**src/sv/pist_pkg.sv**
```systemverilog
// ----------------------------------------------------------------------------
// pist_pkg
// Constants, request codes and controller/datapath types of the packed
// item set table.
// ----------------------------------------------------------------------------
`default_nettype none

package pist_pkg;

    // Table geometry
    localparam int SLOTS  = 8;
    localparam int IDX_W  = (SLOTS > 1) ? $clog2(SLOTS) : 1;
    localparam int LEAD_W = $clog2(SLOTS + 1);

    // Field widths
    localparam int ITEM_W = 16;
    localparam int TYPE_W = 3;
    localparam int SIDX_W = 3;
    localparam int CNT_W  = 4;

    localparam logic [CNT_W-1:0] CNT_MAX  = 4'hF;
    localparam logic [IDX_W-1:0] LAST_IDX = IDX_W'(SLOTS - 1);

    // Request codes
    localparam logic [TYPE_W-1:0] REQ_READ   = 3'd0;
    localparam logic [TYPE_W-1:0] REQ_REMOVE = 3'd1;
    localparam logic [TYPE_W-1:0] REQ_CLEAR  = 3'd2;
    localparam logic [TYPE_W-1:0] REQ_QUERY  = 3'd3;
    localparam logic [TYPE_W-1:0] REQ_TOGGLE = 3'd4;
    localparam logic [TYPE_W-1:0] REQ_SWAP   = 3'd5;

    typedef enum logic [2:0] {
        ST_IDLE,
        ST_START,
        ST_SCAN,
        ST_SHIFT,
        ST_INSERT,
        ST_DONE
    } pist_state_t;

    // Write data select
    typedef enum logic [1:0] {
        WR_ZERO,
        WR_NEXT,
        WR_A,
        WR_B
    } pist_wsel_t;

    // Read address select
    typedef enum logic [1:0] {
        RD_PTR,
        RD_NEXT,
        RD_SLOT
    } pist_rsel_t;

    typedef struct packed {
        logic       load;       // capture request, restart scan
        logic       clear_all;  // empty every slot
        logic       read_slot;  // latch read data as item_out
        logic       scan;       // scan cycle: track first empty slot
        logic       step;       // advance the slot pointer
        logic       wr_en;      // write one slot
        logic       wr_fz;      // write at first empty slot, not pointer
        pist_wsel_t wr_sel;
        pist_rsel_t rd_sel;
        logic       clr_ok;     // result fails
        logic       set_pres;   // item found
        logic       finish;     // load the result register
    } pist_cmd_t;

    typedef struct packed {
        logic [TYPE_W-1:0] req_type;
        logic              hit_a;     // read data equals item A
        logic              hit_b;     // read data equals item B
        logic              rd_zero;   // read data is an empty slot
        logic              at_last;   // pointer on the last slot
        logic              out_busy;  // result register still held
    } pist_stat_t;

endpackage

`default_nettype wire

```
**src/sv/pist_ctrl.sv**
```systemverilog
// ----------------------------------------------------------------------------
// pist_ctrl
// Request sequencer: walks the slot pointer through scan, shift and insert
// phases and hands the finished result to the output register.
// ----------------------------------------------------------------------------
`default_nettype none

module pist_ctrl (
    input  wire logic             aclk,
    input  wire logic             aresetn,
    input  wire logic             s_valid,
    output logic                  s_ready,
    input  pist_pkg::pist_stat_t  stat,
    output pist_pkg::pist_cmd_t   cmd
);
    import pist_pkg::*;

    pist_state_t state_reg;
    pist_state_t state_next;

    // State register
    always_ff @(posedge aclk) begin
        if (!aresetn) begin
            state_reg <= ST_IDLE;
        end else begin
            state_reg <= state_next;
        end
    end

    // Next state and commands
    always_comb begin
        state_next  = state_reg;
        cmd         = '0;
        cmd.wr_sel  = WR_ZERO;
        cmd.rd_sel  = RD_PTR;
        s_ready     = 1'b0;
        case (state_reg)
            ST_IDLE: begin
                s_ready = 1'b1;
                if (s_valid) begin
                    cmd.load   = 1'b1;
                    state_next = ST_START;
                end
            end
            ST_START: begin
                case (stat.req_type)
                    REQ_READ: begin
                        cmd.rd_sel    = RD_SLOT;
                        cmd.read_slot = 1'b1;
                        state_next    = ST_DONE;
                    end
                    REQ_CLEAR: begin
                        cmd.clear_all = 1'b1;
                        state_next    = ST_DONE;
                    end
                    REQ_REMOVE, REQ_QUERY, REQ_TOGGLE, REQ_SWAP: begin
                        state_next = ST_SCAN;
                    end
                    default: begin
                        cmd.clr_ok = 1'b1;
                        state_next = ST_DONE;
                    end
                endcase
            end
            ST_SCAN: begin
                cmd.scan = 1'b1;
                case (stat.req_type)
                    REQ_QUERY: begin
                        if (stat.hit_a) begin
                            cmd.set_pres = 1'b1;
                            state_next   = ST_DONE;
                        end else if (stat.at_last) begin
                            state_next = ST_DONE;
                        end else begin
                            cmd.step = 1'b1;
                        end
                    end
                    REQ_REMOVE: begin
                        if (stat.hit_a) begin
                            state_next = ST_SHIFT;
                        end else if (stat.at_last) begin
                            state_next = ST_DONE;
                        end else begin
                            cmd.step = 1'b1;
                        end
                    end
                    REQ_TOGGLE: begin
                        if (stat.hit_a) begin
                            state_next = ST_SHIFT;
                        end else if (stat.at_last) begin
                            // absent: insert unless the last slot is taken
                            if (!stat.rd_zero) begin
                                cmd.clr_ok = 1'b1;
                                state_next = ST_DONE;
                            end else begin
                                state_next = ST_INSERT;
                            end
                        end else begin
                            cmd.step = 1'b1;
                        end
                    end
                    REQ_SWAP: begin
                        // search stops at the first empty slot
                        if (stat.rd_zero) begin
                            cmd.clr_ok = 1'b1;
                            state_next = ST_DONE;
                        end else if (stat.hit_a) begin
                            cmd.wr_en  = 1'b1;
                            cmd.wr_sel = WR_B;
                            state_next = ST_DONE;
                        end else if (stat.hit_b) begin
                            cmd.wr_en  = 1'b1;
                            cmd.wr_sel = WR_A;
                            state_next = ST_DONE;
                        end else if (stat.at_last) begin
                            cmd.clr_ok = 1'b1;
                            state_next = ST_DONE;
                        end else begin
                            cmd.step = 1'b1;
                        end
                    end
                    default: begin
                        state_next = ST_DONE;
                    end
                endcase
            end
            ST_SHIFT: begin
                // move the next slot down; toggle stops at an empty slot
                cmd.rd_sel = RD_NEXT;
                cmd.wr_en  = 1'b1;
                if (stat.at_last || (stat.req_type == REQ_TOGGLE && stat.rd_zero)) begin
                    cmd.wr_sel = WR_ZERO;
                    state_next = ST_DONE;
                end else begin
                    cmd.wr_sel = WR_NEXT;
                    cmd.step   = 1'b1;
                end
            end
            ST_INSERT: begin
                cmd.wr_en  = 1'b1;
                cmd.wr_fz  = 1'b1;
                cmd.wr_sel = WR_A;
                state_next = ST_DONE;
            end
            ST_DONE: begin
                if (!stat.out_busy) begin
                    cmd.finish = 1'b1;
                    state_next = ST_IDLE;
                end
            end
            default: begin
                state_next = ST_IDLE;
            end
        endcase
    end

endmodule

`default_nettype wire

```
**src/sv/pist_dpath.sv**
```systemverilog
// ----------------------------------------------------------------------------
// pist_dpath
// Slot storage, request registers, one slot comparator, the leading count
// and the result register of the packed item set table.
// ----------------------------------------------------------------------------
`default_nettype none

module pist_dpath (
    input  wire logic                          aclk,
    input  wire logic                          aresetn,
    input  pist_pkg::pist_cmd_t                cmd,
    output pist_pkg::pist_stat_t               stat,
    input  wire logic [pist_pkg::TYPE_W-1:0]   s_req_type,
    input  wire logic [pist_pkg::ITEM_W-1:0]   s_item_a,
    input  wire logic [pist_pkg::ITEM_W-1:0]   s_item_b,
    input  wire logic [pist_pkg::SIDX_W-1:0]   s_slot_index,
    output logic                               m_valid,
    input  wire logic                          m_ready,
    output logic                               m_success,
    output logic                               m_present,
    output logic [pist_pkg::ITEM_W-1:0]        m_item_out,
    output logic [pist_pkg::CNT_W-1:0]         m_filled_count
);
    import pist_pkg::*;

    // Request registers
    logic [TYPE_W-1:0] req_type_reg;
    logic [ITEM_W-1:0] item_a_reg;
    logic [ITEM_W-1:0] item_b_reg;
    logic [SIDX_W-1:0] slot_idx_reg;

    // Scan state
    logic [IDX_W-1:0]  ptr_reg;
    logic [IDX_W-1:0]  fz_reg;
    logic              fz_valid_reg;

    // Result under construction
    logic              ok_reg;
    logic              pres_reg;
    logic [ITEM_W-1:0] item_reg;

    // Slot storage
    logic [ITEM_W-1:0] slot_reg [SLOTS];

    // Result register
    logic              m_valid_reg;
    logic              m_success_reg;
    logic              m_present_reg;
    logic [ITEM_W-1:0] m_item_reg;
    logic [CNT_W-1:0]  m_count_reg;

    logic [IDX_W:0]    rd_addr;
    logic              rd_in_range;
    logic              idx_ok;
    logic [ITEM_W-1:0] rd_data;
    logic [IDX_W-1:0]  wr_addr;
    logic [ITEM_W-1:0] wr_data;
    logic [LEAD_W-1:0] lead;
    logic [CNT_W-1:0]  count_sat;

    // Read port: pointer, pointer + 1, or the requested slot
    always_comb begin
        case (cmd.rd_sel)
            RD_PTR:  rd_addr = {1'b0, ptr_reg};
            RD_NEXT: rd_addr = {1'b0, ptr_reg} + (IDX_W + 1)'(1);
            RD_SLOT: rd_addr = (IDX_W + 1)'(slot_idx_reg);
            default: rd_addr = {1'b0, ptr_reg};
        endcase
    end

    assign idx_ok      = (32'(slot_idx_reg) < SLOTS);
    assign rd_in_range = (32'(rd_addr) < SLOTS) && ((cmd.rd_sel != RD_SLOT) || idx_ok);
    assign rd_data     = rd_in_range ? slot_reg[rd_addr[IDX_W-1:0]] : '0;

    // Status to the sequencer
    always_comb begin
        stat.req_type = req_type_reg;
        stat.hit_a    = (rd_data == item_a_reg);
        stat.hit_b    = (rd_data == item_b_reg);
        stat.rd_zero  = (rd_data == '0);
        stat.at_last  = (ptr_reg == LAST_IDX);
        stat.out_busy = m_valid_reg && !m_ready;
    end

    // Write port
    assign wr_addr = cmd.wr_fz ? fz_reg : ptr_reg;

    always_comb begin
        case (cmd.wr_sel)
            WR_ZERO: wr_data = '0;
            WR_NEXT: wr_data = rd_data;
            WR_A:    wr_data = item_a_reg;
            WR_B:    wr_data = item_b_reg;
            default: wr_data = '0;
        endcase
    end

    // Slot storage, cleared at reset and by a clear request
    always_ff @(posedge aclk) begin
        if (!aresetn) begin
            for (int k = 0; k < SLOTS; k++) begin
                slot_reg[k] <= '0;
            end
        end else if (cmd.clear_all) begin
            for (int k = 0; k < SLOTS; k++) begin
                slot_reg[k] <= '0;
            end
        end else if (cmd.wr_en) begin
            slot_reg[wr_addr] <= wr_data;
        end
    end

    // Leading filled run: index of the first empty slot
    always_comb begin
        lead = LEAD_W'(SLOTS);
        for (int k = SLOTS - 1; k >= 0; k--) begin
            if (slot_reg[k] == '0) begin
                lead = LEAD_W'(k);
            end
        end
    end

    assign count_sat = (32'(lead) > 32'(CNT_MAX)) ? CNT_MAX : CNT_W'(lead);

    // Control registers
    always_ff @(posedge aclk) begin
        if (!aresetn) begin
            fz_valid_reg <= 1'b0;
            m_valid_reg  <= 1'b0;
        end else begin
            if (cmd.load) begin
                fz_valid_reg <= 1'b0;
            end else if (cmd.scan && stat.rd_zero && !fz_valid_reg) begin
                fz_valid_reg <= 1'b1;
            end
            if (cmd.finish) begin
                m_valid_reg <= 1'b1;
            end else if (m_ready) begin
                m_valid_reg <= 1'b0;
            end
        end
    end

    // Request, scan and result payload
    always_ff @(posedge aclk) begin
        if (cmd.load) begin
            req_type_reg <= s_req_type;
            item_a_reg   <= s_item_a;
            item_b_reg   <= s_item_b;
            slot_idx_reg <= s_slot_index;
        end
        if (cmd.load) begin
            ptr_reg <= '0;
        end else if (cmd.step) begin
            ptr_reg <= ptr_reg + IDX_W'(1);
        end
        if (cmd.scan && stat.rd_zero && !fz_valid_reg) begin
            fz_reg <= ptr_reg;
        end
        if (cmd.load) begin
            ok_reg <= 1'b1;
        end else if (cmd.clr_ok) begin
            ok_reg <= 1'b0;
        end
        if (cmd.load) begin
            pres_reg <= 1'b0;
        end else if (cmd.set_pres) begin
            pres_reg <= 1'b1;
        end
        if (cmd.load) begin
            item_reg <= '0;
        end else if (cmd.read_slot) begin
            item_reg <= rd_data;
        end
        if (cmd.finish) begin
            m_success_reg <= ok_reg;
            m_present_reg <= pres_reg;
            m_item_reg    <= item_reg;
            m_count_reg   <= count_sat;
        end
    end

    assign m_valid        = m_valid_reg;
    assign m_success      = m_success_reg;
    assign m_present      = m_present_reg;
    assign m_item_out     = m_item_reg;
    assign m_filled_count = m_count_reg;

endmodule

`default_nettype wire

```
**src/sv/packed_item_set_table.sv**
```systemverilog
// ----------------------------------------------------------------------------
// packed_item_set_table
// Packed list of 16-bit item codes with read, remove, clear, query, toggle
// and swap requests; one result beat per request beat.
// ----------------------------------------------------------------------------
// Usage:
//   Request beats enter on s_* (valid/ready); each yields exactly one result
//   beat on m_* carrying success, present, item_out and the filled count.
//   One request is worked at a time. A single slot comparator walks the
//   list one slot per cycle; the work per request is:
//     read, clear, undefined code : no scan, straight to the result
//     query, swap                 : scan up to the deciding slot
//     remove, toggle              : scan, then shift or insert
//   s_ready rises again in the same cycle that the result goes valid, so the
//   next request can be taken while that result may still wait in the
//   output register. When the receiver stalls, the finished request waits
//   in its last step until the output register frees up; nothing is
//   dropped.
//   Reset (aresetn low, synchronous) empties every slot and drops any
//   pending result; no clearing pass is needed.
// ----------------------------------------------------------------------------
`default_nettype none

module packed_item_set_table (
    input  wire logic                          aclk,
    input  wire logic                          aresetn,
    input  wire logic                          s_valid,
    output logic                               s_ready,
    input  wire logic [pist_pkg::TYPE_W-1:0]   s_req_type,
    input  wire logic [pist_pkg::ITEM_W-1:0]   s_item_a,
    input  wire logic [pist_pkg::ITEM_W-1:0]   s_item_b,
    input  wire logic [pist_pkg::SIDX_W-1:0]   s_slot_index,
    output logic                               m_valid,
    input  wire logic                          m_ready,
    output logic                               m_success,
    output logic                               m_present,
    output logic [pist_pkg::ITEM_W-1:0]        m_item_out,
    output logic [pist_pkg::CNT_W-1:0]         m_filled_count
);
    import pist_pkg::*;

    pist_cmd_t  cmd;
    pist_stat_t stat;

    // Sequencer
    pist_ctrl u_ctrl (
        .aclk    (aclk),
        .aresetn (aresetn),
        .s_valid (s_valid),
        .s_ready (s_ready),
        .stat    (stat),
        .cmd     (cmd)
    );

    // Storage and compare datapath
    pist_dpath u_dpath (
        .aclk           (aclk),
        .aresetn        (aresetn),
        .cmd            (cmd),
        .stat           (stat),
        .s_req_type     (s_req_type),
        .s_item_a       (s_item_a),
        .s_item_b       (s_item_b),
        .s_slot_index   (s_slot_index),
        .m_valid        (m_valid),
        .m_ready        (m_ready),
        .m_success      (m_success),
        .m_present      (m_present),
        .m_item_out     (m_item_out),
        .m_filled_count (m_filled_count)
    );

endmodule

`default_nettype wire

```
**config.mk**
```make
export PLATFORM = sky130hd
export DESIGN_NAME = packed_item_set_table
export DESIGN_NICKNAME = d
export VERILOG_FILES = /design/src/sv/pist_pkg.sv /design/src/sv/pist_ctrl.sv /design/src/sv/pist_dpath.sv /design/src/sv/packed_item_set_table.sv
export SDC_FILE = /design/constraint.sdc
export NUM_CORES = 1
export LEC_CHECK = 0
export BUFFER_PORTS_ARGS = -buffer_cell sky130_fd_sc_hd__buf_2
export CAP_MARGIN = 10
export CORE_ASPECT_RATIO = 2
export CORE_MARGIN = 5
export CORE_UTILIZATION = 23
export DETAILED_ROUTE_END_ITERATION = 16
export GPL_TIMING_DRIVEN = 0
export PLACE_DENSITY_LB_ADDON = 0.2
export SETUP_SLACK_MARGIN = 0.15
export SLEW_MARGIN = 20
export SYNTH_ARGS = -nofsm -noshare
export SYNTH_HDL_FRONTEND = slang
export SYNTH_SLANG_ARGS = --single-unit
```
**constraint.sdc**
```tcl
create_clock -name aclk -period 6.7 [get_ports aclk]
set_clock_uncertainty 0.15 [all_clocks]
set_input_delay 0.335 -clock aclk [delete_from_list [all_inputs] [get_ports aclk]]
set_output_delay 0.335 -clock aclk [all_outputs]
set_load 0.1 [all_outputs]
```
==> metrics.txt, run 1 <==
status complete, no violations; largest net degree at the start of global routing 48; Placed Cells between 1.5k and 2k; Largest register FFs 128; pre-CTS WS -2.57 ns; n_diodes 0; Clk Tree Root Cell clkbuf_16; Peak VDD IR between 0.1 and 0.15 mV; fill cell count 5132; Main synth FF type edfxtp_1; clock slew seen by the registers of the worst setup and hold paths 0.06 ns; busiest grt layer met2; CTS tree done; met2 Use GR 0.356; Worst setup EP type flip-flop; CTS buffer count 21; crit path DAT around 6.6 ns; YS warnings 0; Die ar. ~0.055 mm^2; count of buffer and inverter cells on the critical path 12; Chip Height 326 um; PwrDens 279 mW/mm^2; fmax 158 MHz; worst slew pin tran between 1 and 1.5 ns; vias 9720; Max-Cap Viols 0; slowest CP cell or3b_4; endpoints failing setup 0; clock tree sinks between 200 and 250; gp weighted congestion 0.953; commonest non-fill, non-tap cell in the layout edfxtp_1; DRT iter0 DRCs 723; Post-Syn Nets 1069; nets@finish 1252; WL/cell about 27 um; post-synthesis cell type count 77; crit path kind flip-flop to flip-flop; Cell Count, Final, Fillers Out 1868; initial antenna violation count 0; average cell area after synthesis 11.3 um^2; delay-heaviest family, CP buffers and inverters; met1 Use GR 0.156; overflow left after global routing 0; drc violations 0; IO Port Bufs 65; # IOs 66; Post-Syn Area 0.0115 mm^2; Core Area ~0.05 mm^2; Layout Area Growth over Synthesis 27.2%; sequential area share after synthesis 0.544; Routed Antenna Nets 0; first-pass GRT wire length 70.2 mm; most frequent cells in the layout 191 x edfxtp_1, 92 x and2_1, 89 x buf_2; endpoints failing hold 0; Most common cell on crit path buf_2; Final period util 0.947; Setup crit start kind flip-flop; worst reg2reg setup slack 0.35 ns; CTS max path bufs 3; Lkg Pwr 0.00503 uW; total wire length 50.2 mm; EDFF count, synth 191; vias in the first global route 9879; Final min period around 6.3 ns; Die X 168 um; DR vias/cell 5.20; share of layout cells above drive strength 1 0.252; GR Util met3 0.0165; Rows approximately 120; DP HPWL around 40 mm; Initial Util 0.231; hold crit path type primary input to flip-flop; Worst Path Max Fanout 10; #FFs+latches synth 217; DRT Pass-1 Iters 6; overall routing resource usage 0.177; setup ws final 0.354 ns; Crit path required time between 6 and 7 ns; Clock Latency Late Sink 0.53 ns; RSZ-0062 raised after global routing false; ys async rst share 0; worst rel slew slack 0.215; synthesized instance count 1022; CP max stage delay 0.44 ns; max-slew violations 0; H-tree depth 1
-- through the flow --
step           utilization  power, uW  cell area [um^2]  TNS [ns]  hold slack (ns)
4_1_cts              0.292       4070             14600         0            0.247
3_3_place_gp         0.254       2760             12600   -567.80            0.270
3_5_place_dp         0.256       2780             12800   -545.57            0.269
2_1_floorplan            -       2330             11500         0            0.258
6_report             0.294       4080             14600         0            0.267
5_1_grt              0.294       4220             14600         0            0.271
-- power by group --
part | switching, uW | internal (uW)
sequential | 110 | 1610
combinational | 806 | 404
clock | 533 | 620
-- worst min-delay path, stage by stage --
cell and delay (ns):
buf_2 0.09, nand2_1 0.26, o21a_1 0.20
-- cell usage after synthesis, drive strengths merged, types with 5 or more instances --
| library cell | number | share of area |
|---|---|---|
| a2111oi | 10 | 0.016 |
| a211oi | 13 | 0.0096 |
| a21oi | 20 | 0.0087 |
| a221o | 19 | 0.017 |
| a22oi | 12 | 0.0091 |
| a31oi | 18 | 0.011 |
| and2 | 92 | 0.050 |
| buf | 36 | 0.023 |
| clkbuf | 25 | 0.0082 |
| dfxtp | 26 | 0.045 |
| edfxtp | 191 | 0.50 |
| ha | 5 | 0.0054 |
| inv | 18 | 0.0059 |
| mux2 | 10 | 0.0098 |
| mux2i | 9 | 0.0078 |
| nand2 | 52 | 0.017 |
| nand2b | 13 | 0.0071 |
| nand3 | 76 | 0.034 |
| nand4 | 28 | 0.015 |
| nor2 | 75 | 0.024 |
| nor2b | 29 | 0.016 |
| nor3 | 8 | 0.0039 |
| nor4 | 43 | 0.023 |
| o2111ai | 6 | 0.0046 |
| o211ai | 24 | 0.016 |
| o21ai | 50 | 0.023 |
| o22ai | 10 | 0.0054 |
| o311ai | 5 | 0.0038 |
| o31a | 6 | 0.0046 |
| o31ai | 6 | 0.0051 |
| xnor2 | 14 | 0.011 |
| xor2 | 10 | 0.0076 |
-- cell families after synthesis --
group,after synthesis,synth area share
and+or+nand+nor,437,0.204
muxes,23,0.0255
xor gates and xnor gates,24,0.0183
AOI/OAI and AO/OA,235,0.165
buffers and inverters,81,0.0374
adders and majority gates,5,0.00544
DFF,217,0.544
-- worst paths after layout --
kind	startpoint	to	depth (start not counted)
worst max-delay path	u_ctrl.state_reg[0]	u_dpath.slot_reg[3][3]	26
worst min-delay path	s_valid	u_dpath.pres_reg	3
worst max register to register	u_ctrl.state_reg[0]	u_dpath.slot_reg[3][3]	26
worst min register to register	u_dpath.item_reg[8]	u_dpath.m_item_out[8]	0
-- layer usage --
layer | vias up | wire [um]
li1 | 4336 | -
met1 | 4803 | 14800
met2 | 402 | 28800
met3 | 179 | 2010
met4 | 0 | 4630
met5 | - | 0
-- cell type report --
type,count,area [um^2],area share
plain buffers,60,404,0.0276
clock buffers,27,548,0.0374
clock inverters,10,81.3,0.00556
inverters,20,80.1,0.00547
multi-input cells,726,5220,0.356
flip-flops and latches,217,6260,0.427
well taps,649,812,0.0555
repair buffers,159,1240,0.0847
-- timing repair --
action,in CTS,in global routing
setup endpoints to repair,268,259
gates resized for setup,86,28
cloned,2,0
hold endpoints to repair,40,0
setup buffers,42,2
pin swaps,21,5
hold buffers,40,0
No activity file was read; power rests on OpenSTA's default activity.
==> run 2: changes to the inputs <==
==> constraint.sdc (replaced) <==
create_clock -name aclk -period 8 [get_ports aclk]
set_clock_uncertainty 0.15 [all_clocks]
set_input_delay 0.4 -clock aclk [delete_from_list [all_inputs] [get_ports aclk]]
set_output_delay 0.4 -clock aclk [all_outputs]
set_load 0.1 [all_outputs]
==> run 2 against run 1 <==
Net effect: critical path depth decreased by 6; final area is 4.5% lower; routed wire length fell by 1.3%; final cell count is 2.0% lower.
==> metrics.txt, run 2 (synthesis gave the netlist of run 1 again) <==
Pint 2130 uW; Routed Antenna Nets 0; combinational power share 0.273; Peak VDD IR between 0.1 and 0.15 mV; clock share of power 0.292; Die ar. 0.0549 mm^2; IO Port Bufs 65; pre-CTS WS -1.27 ns; Setup crit start kind flip-flop; met1 Use GR 0.152; Worst Path Max Fanout 16; Chip Height 326 um; CTS buffer count 21; slowest CP cell clkbuf_1; Largest register FFs 128; Worst setup EP type flip-flop; nets@finish 1215; WL/cell around 27 um; Switch Pwr 1180 uW; DP HPWL around 40 mm; busiest grt layer met2; placed cell areas 0.0128 mm^2; crit path kind flip-flop to flip-flop; Clk Tree Root Cell clkbuf_16; first-pass GRT wire length 68.6 mm; Core Area 0.0498 mm^2; endpoints failing hold 0; worst slew pin tran 1.18 ns; finished layout cell area 0.0140 mm^2; commonest non-fill, non-tap cell in the layout edfxtp_1; Most common cell on crit path clkbuf_1; DRT iter0 DRCs 706; gp weighted congestion 0.953; # IOs 66; overall routing resource usage 0.174; setup ws final 0.308 ns; Seq pwr share 0.435; Sw Share 0.357; total wire length 49.6 mm; CTS tree done; share of layout cells above drive strength 1 0.191; Final period util 0.961; DR vias/cell 5.22; crit path DAT just under 8 ns; Initial Util 0.231; drc violations 0; hold crit path type primary input to flip-flop; vias 9550; CP max stage delay 0.58 ns; n_diodes 0; Max-Cap Viols 0; H-tree depth 1; met2 Use GR 0.353; delay-heaviest family, CP simple AND/OR/NAND/NOR gates; max-slew violations 0; overflow left after global routing 0; Crit path required time 8.24 ns; largest net degree at the start of global routing 48; vias in the first global route 9523; endpoints failing setup 0; worst rel slew slack 0.211; Die X 168 um; initial antenna violation count 0; GR Util met3 0.0154; count of buffer and inverter cells on the critical path 6; clock slew seen by the registers of the worst setup and hold paths 0.07 ns; clock tree sinks 217; CTS max path bufs 3; Clock Latency Late Sink 0.53 ns; critical path, cell by cell clkbuf_1, or3b_2, or4_1, clkbuf_2, clkinv_2, ha_1, nand2b_1, buf_2, clkbuf_1, a22oi_1, nand4_1, nand4_1, nor2_1, xor2_1, or4_4, a211o_1, nor3_2, clkbuf_1, a221o_2, and2_1; Lkg Pwr 0.00475 uW; most frequent cells in the layout 191 x edfxtp_1, 92 x and2_1, 86 x buf_2; Rows 116; Final min period 7.69 ns; fmax 130 MHz; status complete, no violations; DRT Pass-1 Iters 6; RSZ-0062 raised after global routing false; Layout Area Growth over Synthesis 21.6%; PwrDens 236 mW/mm^2
## run 2: routing by layer
| layer | vias up | wire (um) |
|---|---|---|
| met5 | - | 0 |
| li1 | 4262 | - |
| met1 | 4720 | 14800 |
| met3 | 178 | 1790 |
| met2 | 390 | 28600 |
| met4 | 0 | 4360 |
## run 2: worst min-delay path: stages
cell	delay, ns
buf_2	0.08
nand2b_1	0.13
a21boi_0	0.09
## run 2: cell type report
cell class / instances / area [um^2]
Fill cell: 5175 / 35800
Sequential cell: 217 / 6260
Multi-Input combinational cell: 724 / 4960
Timing Repair Buffer: 124 / 885
Tap cell: 649 / 812
Clock buffer: 27 / 548
Buffer: 60 / 364
Clock inverter: 10 / 81.3
Inverter: 20 / 76.3
## run 2: power groups by stage
stage                     Sequential, uW  Combinational (uW)  Clock [uW]
after global routing                1440                 947        1030
after detailed placement            1460                 861           0
after floorplan                     1440                 517           0
after CTS                           1440                 885         991
final                               1440                 904         965
after global placement              1470                 849           0
## run 2: repair_timing
item / CTS / global route
setup endpoints to repair: 262 / 193
buffers inserted: 3 / 8
hold buffers: 38 / 0
cloned: 0 / 0
resized for setup: 17 / 24
endpoints found under the hold margin: 38 / 0
pin swaps: 3 / 4
## run 2: path summary, 6_finish.rpt
| path | startpoint | end | slack [ns] | cells after the start |
|---|---|---|---|---|
| max | u_ctrl.state_reg[0] | u_dpath.slot_reg[2][10] | 0.31 | 20 |
| max reg2reg | u_ctrl.state_reg[0] | u_dpath.slot_reg[2][10] | 0.31 | 20 |
| min | m_ready | u_dpath.m_valid | 0.07 | 3 |
| min reg2reg | u_dpath.item_reg[8] | u_dpath.m_item_out[8] | 0.28 | 0 |
## run 2: metrics by stage
stage                      util  std cells  total power (uW)  hold slack [ns]  TNS, ns
after floorplan               -       1022              1950            0.258        0
after global placement    0.254       1736              2320            0.270  -223.01
after detailed placement  0.256       1746              2320            0.269  -201.07
after CTS                 0.278       1823              3310           0.0468        0
after global routing      0.281       1831              3420           0.0608        0
final                     0.281       1831              3310           0.0662        0
